--- src/hw/rtl/dual_port_tx_ring_with_admission_top_macros.svh ---
// Assertion helpers used by dptx_back; they expect clk and rst_n in scope.
`ifndef DUAL_PORT_TX_RING_WITH_ADMISSION_TOP_MACROS_SVH
`define DUAL_PORT_TX_RING_WITH_ADMISSION_TOP_MACROS_SVH

// Same-cycle implication.
`define DPTX_ASSERT_NOW(lbl, ante, cons, msg) \
  lbl: assert property (@(posedge clk) disable iff (!rst_n) (ante) |-> (cons)) \
    else $error(msg);

// Next-cycle implication.
`define DPTX_ASSERT_NEXT(lbl, ante, cons, msg) \
  lbl: assert property (@(posedge clk) disable iff (!rst_n) (ante) |=> (cons)) \
    else $error(msg);

`endif

--- src/hw/rtl/dptx_pkg.sv ---
package dptx_pkg;

  localparam int LEN_W  = 10;
  localparam int BYTE_W = 8;
  localparam int RES_W  = 10;
  localparam int OP_W   = 2;
  localparam int ROUTE_W = 2;
  localparam int MASK_W = 2;

  localparam logic [OP_W-1:0] OP_HEADER = 2'd0;
  localparam logic [OP_W-1:0] OP_BYTE   = 2'd1;
  localparam logic [OP_W-1:0] OP_READY  = 2'd2;

  localparam logic [ROUTE_W-1:0] ROUTE_PORT0 = 2'd0;
  localparam logic [ROUTE_W-1:0] ROUTE_PORT1 = 2'd1;
  localparam logic [ROUTE_W-1:0] ROUTE_ALL   = 2'd2;
  localparam logic [ROUTE_W-1:0] ROUTE_NONE  = 2'd3;

  localparam logic REG_ROUTE   = 1'b0;
  localparam logic REG_RESERVE = 1'b1;

  localparam logic [ROUTE_W-1:0] ROUTE_RST   = ROUTE_ALL;
  localparam logic [RES_W-1:0]   RESERVE_RST = 10'd96;

  typedef enum logic [1:0] {
    KIND_HEADER,
    KIND_BYTE,
    KIND_READY,
    KIND_NOP
  } dptx_kind_t;

  typedef struct packed {
    dptx_kind_t        kind;
    logic [LEN_W-1:0]  msg_length;
    logic              stream_msg;
    logic [BYTE_W-1:0] data_byte;
    logic              ready_port;
  } dptx_cmd_t;

endpackage

--- src/hw/rtl/dptx_front.sv ---
module dptx_front (
  input  logic                         clk,
  input  logic                         rst_n,
  input  logic                         start,
  output logic                         busy,
  input  logic [dptx_pkg::OP_W-1:0]    in_operation,
  input  logic [dptx_pkg::LEN_W-1:0]   in_msg_length,
  input  logic                         in_stream_msg,
  input  logic [dptx_pkg::BYTE_W-1:0]  in_data_byte,
  input  logic                         in_ready_port,
  output logic                         cmd_valid,
  output dptx_pkg::dptx_cmd_t          cmd,
  input  logic                         cmd_take
);

  dptx_pkg::dptx_cmd_t q_r [2];
  logic                wp_r, wp_nxt;
  logic                rp_r, rp_nxt;
  logic [1:0]          cnt_r, cnt_nxt;
  dptx_pkg::dptx_kind_t kind;
  logic                push;
  logic                pop;

  // classify the operation code
  always_comb begin
    unique case (in_operation)
      dptx_pkg::OP_HEADER: kind = dptx_pkg::KIND_HEADER;
      dptx_pkg::OP_BYTE:   kind = dptx_pkg::KIND_BYTE;
      dptx_pkg::OP_READY:  kind = dptx_pkg::KIND_READY;
      default:             kind = dptx_pkg::KIND_NOP;
    endcase
  end

  assign busy      = (cnt_r == 2'd2);
  assign push      = start && !busy;
  assign cmd_valid = (cnt_r != 2'd0);
  assign pop       = cmd_valid && cmd_take;
  assign cmd       = q_r[rp_r];

  always_comb begin
    wp_nxt  = push ? ~wp_r : wp_r;
    rp_nxt  = pop ? ~rp_r : rp_r;
    cnt_nxt = cnt_r + {1'b0, push} - {1'b0, pop};
  end

  always_ff @(posedge clk) begin
    if (!rst_n) begin
      wp_r  <= 1'b0;
      rp_r  <= 1'b0;
      cnt_r <= 2'd0;
    end else begin
      wp_r  <= wp_nxt;
      rp_r  <= rp_nxt;
      cnt_r <= cnt_nxt;
    end
  end

  always_ff @(posedge clk) begin
    if (push) begin
      q_r[wp_r] <= '{kind:       kind,
                     msg_length: in_msg_length,
                     stream_msg: in_stream_msg,
                     data_byte:  in_data_byte,
                     ready_port: in_ready_port};
    end
  end

endmodule

--- config.mk ---
export PLATFORM = sky130hd
export DESIGN_NAME = dptx_front
export DESIGN_NICKNAME = d
export VERILOG_FILES = /design/src/hw/rtl/dual_port_tx_ring_with_admission_top_macros.svh /design/src/hw/rtl/dptx_pkg.sv /design/src/hw/rtl/dptx_front.sv
export SDC_FILE = /design/constraint.sdc
export NUM_CORES = 1
export LEC_CHECK = 0
export BUFFER_PORTS_ARGS = -buffer_cell sky130_fd_sc_hd__buf_4
export CAP_MARGIN = 20
export CORE_ASPECT_RATIO = 0.6
export CORE_MARGIN = 10
export CORE_UTILIZATION = 51
export DETAILED_ROUTE_END_ITERATION = 16
export PLACE_DENSITY = 0.85
export SYNTH_ARGS = -nofsm -noshare
export SYNTH_HDL_FRONTEND = slang
export SYNTH_SLANG_ARGS = --single-unit
--- constraint.sdc ---
create_clock -name clk -period 2.68 [get_ports clk]
set_input_delay 0.536 -clock clk [delete_from_list [all_inputs] [get_ports clk]]
set_output_delay 0.536 -clock clk [all_outputs]
set_load 0.05 [all_outputs]
==> results of run 1 <==
==> final cells by class <==
class / instances / share of cell area
clock buffers: 6 / 0.03509
well taps: 45 / 0.02392
clock inverters: 2 / 0.003721
inverters: 3 / 0.004785
repair buffers: 53 / 0.1691
multi-input cells: 41 / 0.1595
flip-flops and latches: 49 / 0.6039
==> power by group <==
part	internal [mW]	switching (mW)	total [mW]
Combinational	0.392	0.751	1.14
Sequential	0.987	0.0441	1.03
Clock	0.204	0.230	0.434
Total	1.58	1.03	2.61
==> per-stage QoR <==
stage	utilization	power, mW
floorplan	-	1.871
global placement	0.6726	2.173
detailed placement	0.6726	2.210
CTS	0.6998	2.643
global route	0.6998	2.741
finish	0.6998	2.609
==> cell families after synthesis <==
kind of cell               after synthesis  share of synthesized area
DFF                                     49                     0.7744
muxes                                   23                     0.1404
and+or+nand+nor                         13                    0.03545
buffers and inverters                    7                    0.02250
xor gates and xnor gates                 2                   0.009545
adders and majority gates                2                    0.01363
AOI/OAI and AO/OA                        1                   0.004092
==> worst register-to-register path, delay by kind of cell, from the launching register on <==
| family | cells | cell delay, ns |
|---|---|---|
| xor+xnor | 1 | 0.15 |
| fa+ha+maj | 2 | 0.48 |
| buf+inv | 1 | 0.05 |
| flops | 1 | 0.39 |
| simple gates | 4 | 0.57 |
==> cells in the final DEF, fill, tap and decap left out, types with 2 or more instances in the layout <==
master | netlist | final
ha_1 | 2 | 2
nor2_1 | 4 | 3
nand2b_1 | 2 | 2
buf_4 | 0 | 53
inv_1 | 3 | 3
nand2_1 | 2 | 2
dfxtp_1 | 5 | 5
edfxtp_1 | 44 | 44
clkbuf_8 | 0 | 6
and2_1 | 2 | 2
mux2_2 | 22 | 22
==> per-layer routing <==
layer | up-vias | GRT usage | routed length, µm
met5 | - | 0 | 0
met4 | 0 | 0.06498 | 89
met3 | 8 | 0.05870 | 291
met2 | 36 | 0.1832 | 1668
met1 | 453 | 0.1210 | 1469
li1 | 470 | - | -
==> Yosys cell counts <==
master,count
nand2_1,2
mux2i_1,1
nor2_1,4
clkbuf_1,2
xor2_1,1
nor3_1,1
ha_1,2
and3_1,1
and2_1,2
inv_1,3
dfxtp_1,5
edfxtp_1,44
nand2b_1,2
xnor2_1,1
o21a_1,1
buf_6,2
mux2_2,22
or2_2,1
==> sequential cells by signal, indices dropped and copies added (netlist names), named ones only <==
register	count
q_r	44
cnt_r	2
rp_r	1
wp_r	1
==> worst paths after layout <==
check                       from             endpoint  slack, ns  depth (start not counted)
min              in_data_byte[5]  q_r[0][6]$_DFFE_PP_       0.41                          1
min reg2reg    wp_r$_SDFFE_PN0N_    wp_r$_SDFFE_PN0N_       0.53                          2
max reg2reg  cnt_r[0]$_SDFF_PN0_  cnt_r[1]$_SDFF_PN0_       0.98                          8
max                     register              cmd[15]       0.73                          3
==> run metrics, run 1 <==
CP startpoint kind=register; Cell Pwr Density=1109 nW/µm²; initial antenna violation count=0; Bufs and invs on worst path=2; first-pass GRT wire length=5616 µm; Bufs on Longest Clock Path=2; Crit path arrival time=1.41 ns; number of I/O pins=50; Post-Syn Nets=125; Die Wd=97.45 µm; Hold/Removal Path Class=input port to register; Clock transition at path regs=0.08 ns; max-cap viol count=0; CP Data Required Time=2.14 ns; clk root buf=clkbuf_8; status=completed; Design Area, Final=2354 µm²; number of synthesized register bits=49; Yosys top cell by area=edfxtp_1; Total GRT Usage=0.1139; Mapped Area=1836 µm²; IO buf count=49; Largest stage delay, worst path=0.37 ns; ratio of cells with drive above 1 in the final layout=0.5455; DP HPWL=2575 µm; placed cells=191; pin count of the biggest net entering global routing=23; ant diodes=0; Row Count=16; Synth Warn #=0; Clock Skew=0.007931 ns; Die ar.=6478 µm²; Clk Latency, worst-skew pair=0.31 ns; postcts setup bufs=0; Area contributors post-synth=edfxtp_1 (72%), mux2_2 (13%), dfxtp_1 (5.5%); crit-path cells=buf_4 -> mux2_2 -> buf_4; Worst Tran Pin Value=0.3037 ns; max_slew headroom=0.7975; Antenna Nets Post-Route=0; setup violators final=0; storage element area=1421 µm²; gp weighted congestion=0.7818; Iter 0 DRT Violations=28; setup slack after layout=0.7337 ns; Vias/cell=4.859; Layout area overhead=28.22%; Lkg Pwr=0.9271 nW; starting density of the core=0.5458; WL final=3519 µm; fmax=513.8 MHz; DP Area=2262 µm²; slowest cell on the critical path=mux2_2; fill count=243; Synth top area share=0.7198; final std cells w/o fill=199; nets=181; core area=3363 µm²; post-cts hold buffer count=0; TritonCTS buffer count=5; Hold Slack=0.4062 ns; post-cts resize count=0; TritonCTS clock tree=yes; Place WS=0.8726 ns; final worst path period need=1.946 ns; number of global-route vias before repair=1132; post-synthesis sequential area ratio=0.7744; Setup Total Neg Slack=0 ns; Setup CP Type=register to output port; Final Cycle Share=0.7262; Hold Violations, Final=0; critical-path maximum fanout=11; Crit path top cell by count=buf_4; drt drc=0; max-slew violations=0; Mapped Avg Cell Area=18.92 µm²; Wirelength per Cell=17.68 µm; Syn Inst Count=97; top cell family by delay on the critical path=buffers and inverters; area of the multi-input gates=375.4 µm²; VDD IR-drop max=0.5696 mV; DR vias=967; drt pass-1 iters=4; Critical Path Sink Type=output port; # H-tree levels=2; grt ovf=0; RSZ-0062 raised after global routing=no; Unique masters post-synth=18; CTS sink count=49; Die Height=66.47 µm
Power figures use the tool's default switching activity.
==> run 2: changes to the inputs <==
--- a/config.mk
+++ b/config.mk
@@ -9,9 +9,9 @@
 export CAP_MARGIN = 20
 export CORE_ASPECT_RATIO = 0.6
 export CORE_MARGIN = 10
-export CORE_UTILIZATION = 51
+export CORE_UTILIZATION = 46
 export DETAILED_ROUTE_END_ITERATION = 16
-export PLACE_DENSITY = 0.85
+export PLACE_DENSITY = 0.81
 export SYNTH_ARGS = -nofsm -noshare
 export SYNTH_HDL_FRONTEND = slang
 export SYNTH_SLANG_ARGS = --single-unit
==> constraint.sdc (replaced) <==
create_clock -name clk -period 1.74 [get_ports clk]
set_input_delay 0.348 -clock clk [delete_from_list [all_inputs] [get_ports clk]]
set_output_delay 0.348 -clock clk [all_outputs]
set_load 0.05 [all_outputs]
==> run 2 against run 1 <==
Critical path depth unchanged. First-iteration DRC count is 14% lower. Sequential share of layout area decreased by 2.3 points. Worst setup slack worse by 0.69 ns. Clock-buffer cell count unchanged. Non-clock buffer count increased by 3. Sequential cell count did not move. Die area up 8.1%. Critical path type unchanged. Critical endpoint is now cmd[17]. Largest cell class unchanged. Largest power group unchanged.
==> run metrics, run 2 (synthesis results as in run 1) <==
status=completed; gp weighted congestion=0.7255; Clk Latency, worst-skew pair=0.29 ns; initial antenna violation count=0; IO buf count=49; most frequent cells in the layout=edfxtp_1 (44), buf_4 (42), mux2_2 (22); Row Count=17; Layout area overhead=33.67%; core area=3765 µm²; pin count of the biggest net entering global routing=18; ratio of cells with drive above 1 in the final layout=0.5705; nets=184; max-slew violations=0; Wirelength per Cell=18.18 µm; Lkg Pwr=0.9609 nW; grt ovf=0; largest registers=q_r: 44 flops, cnt_r: 2 flops; WL final=3690 µm; Crit path arrival time=1.35 ns; TritonCTS clock tree=yes; Die Height=68.93 µm; Clock Skew=0.003552 ns; Cell Pwr Density=1700 nW/µm²; final worst path period need=1.695 ns; Final Cycle Share=0.9744; max-cap viol count=0; Vias/cell=5.054; post-cts hold buffer count=0; Antenna Nets Post-Route=0; VDD IR-drop max=0.8911 mV; Design Area, Final=2454 µm²; # H-tree levels=2; Setup CP Type=register to output port; postcts setup bufs=0; number of I/O pins=50; CTS sink count=49; Hold Violations, Final=0; Die ar.=7000 µm²; Clock transition at path regs=0.08 ns; first-pass GRT wire length=5554 µm; Bufs on Longest Clock Path=2; Total GRT Usage=0.1070; Critical Path Sink Type=output port; DR vias=1026; Largest Register=q_r; Hold/Removal Path Class=input port to register; number of flip-flops in the largest register=44; CP Data Required Time=1.39 ns; DP Area=2292 µm²; max_slew headroom=0.8559; Worst Tran Pin Value=0.2146 ns; CP startpoint kind=register; setup violators final=0; ant diodes=0; clk root buf=clkbuf_8; DP HPWL=2683 µm; number of global-route vias before repair=1095; critical-path maximum fanout=8; starting density of the core=0.4875; TritonCTS buffer count=5; drt pass-1 iters=4; most common cell after layout, fill and taps aside=edfxtp_1; Setup Total Neg Slack=0 ns; Iter 0 DRT Violations=24; fmax=589.8 MHz; drt drc=0; Die Wd=101.6 µm
[run 2: changes by cell type in the layout (fill, tap and decap cells not counted), sizes merged]
cell / delta
clkbuf: +1
buf: +2
clkinv: -1
[run 2: what timing repair did]
action                                  4_1_cts  5_1_grt
endpoints found under the setup margin       10       14
resized for setup                             1       16
cloned                                        0        1
[run 2: area by class of cell]
| cell class | instances | area, µm² |
|---|---|---|
| Timing Repair Buffer | 56 | 495.5 |
| Sequential cell | 49 | 1426 |
| Inverter | 3 | 11.26 |
| Multi-Input combinational cell | 41 | 385.4 |
| Clock inverter | 1 | 3.754 |
| Tap cell | 47 | 58.81 |
| Fill cell | 284 | 1311 |
| Clock buffer | 6 | 72.57 |
[run 2: critical path: stages, from the launching register on]
cell	delay, ns
dfxtp_4	0.38
clkbuf_16	0.16
mux2_2	0.33
buf_4	0.19
[run 2: metrics by stage]
| step | utilization | std cells | power [mW] | hold slack (ns) | worst slack [ns] |
|---|---|---|---|---|---|
| 2_1_floorplan | - | 97 | 2.884 | 0.4469 | 0.1725 |
| 3_3_place_gp | 0.6088 | 195 | 3.394 | 0.4857 | 0.1972 |
| 3_5_place_dp | 0.6088 | 195 | 3.453 | 0.5047 | 0.04254 |
| 4_1_cts | 0.6294 | 202 | 4.053 | 0.2254 | 0.01542 |
| 5_1_grt | 0.6517 | 203 | 4.367 | 0.2190 | -0.009321 |
| 6_report | 0.6517 | 203 | 4.171 | 0.2356 | 0.04455 |
[run 2: where the power goes]
part / internal (mW) / leakage, nW / total (mW) / switching [mW]
registers: 1.53 / 0.453 / 1.61 / 0.0861
clock network: 0.271 / 0.0387 / 0.604 / 0.333
logic: 0.755 / 0.469 / 1.95 / 1.20
total: 2.55 / 0.961 / 4.17 / 1.62
[run 2: per-layer routing]
metal	vias up	routed length, µm	global-route usage
met5	-	0	0
met4	0	45	0.04787
met3	6	386	0.05952
met2	43	1775	0.1740
met1	502	1483	0.1146
li1	475	-	-
[run 2: worst paths after layout]
check                            from                   end  slack [ns]  depth (start not counted)
setup / recovery             register               cmd[17]        0.04                          3
hold reg to reg     wp_r$_SDFFE_PN0N_     wp_r$_SDFFE_PN0N_        0.51                          2
hold / removal       in_msg_length[7]  q_r[1][17]$_DFFE_PP_        0.24                          1
setup reg to reg  cnt_r[1]$_SDFF_PN0_   cnt_r[1]$_SDFF_PN0_        0.12                          7
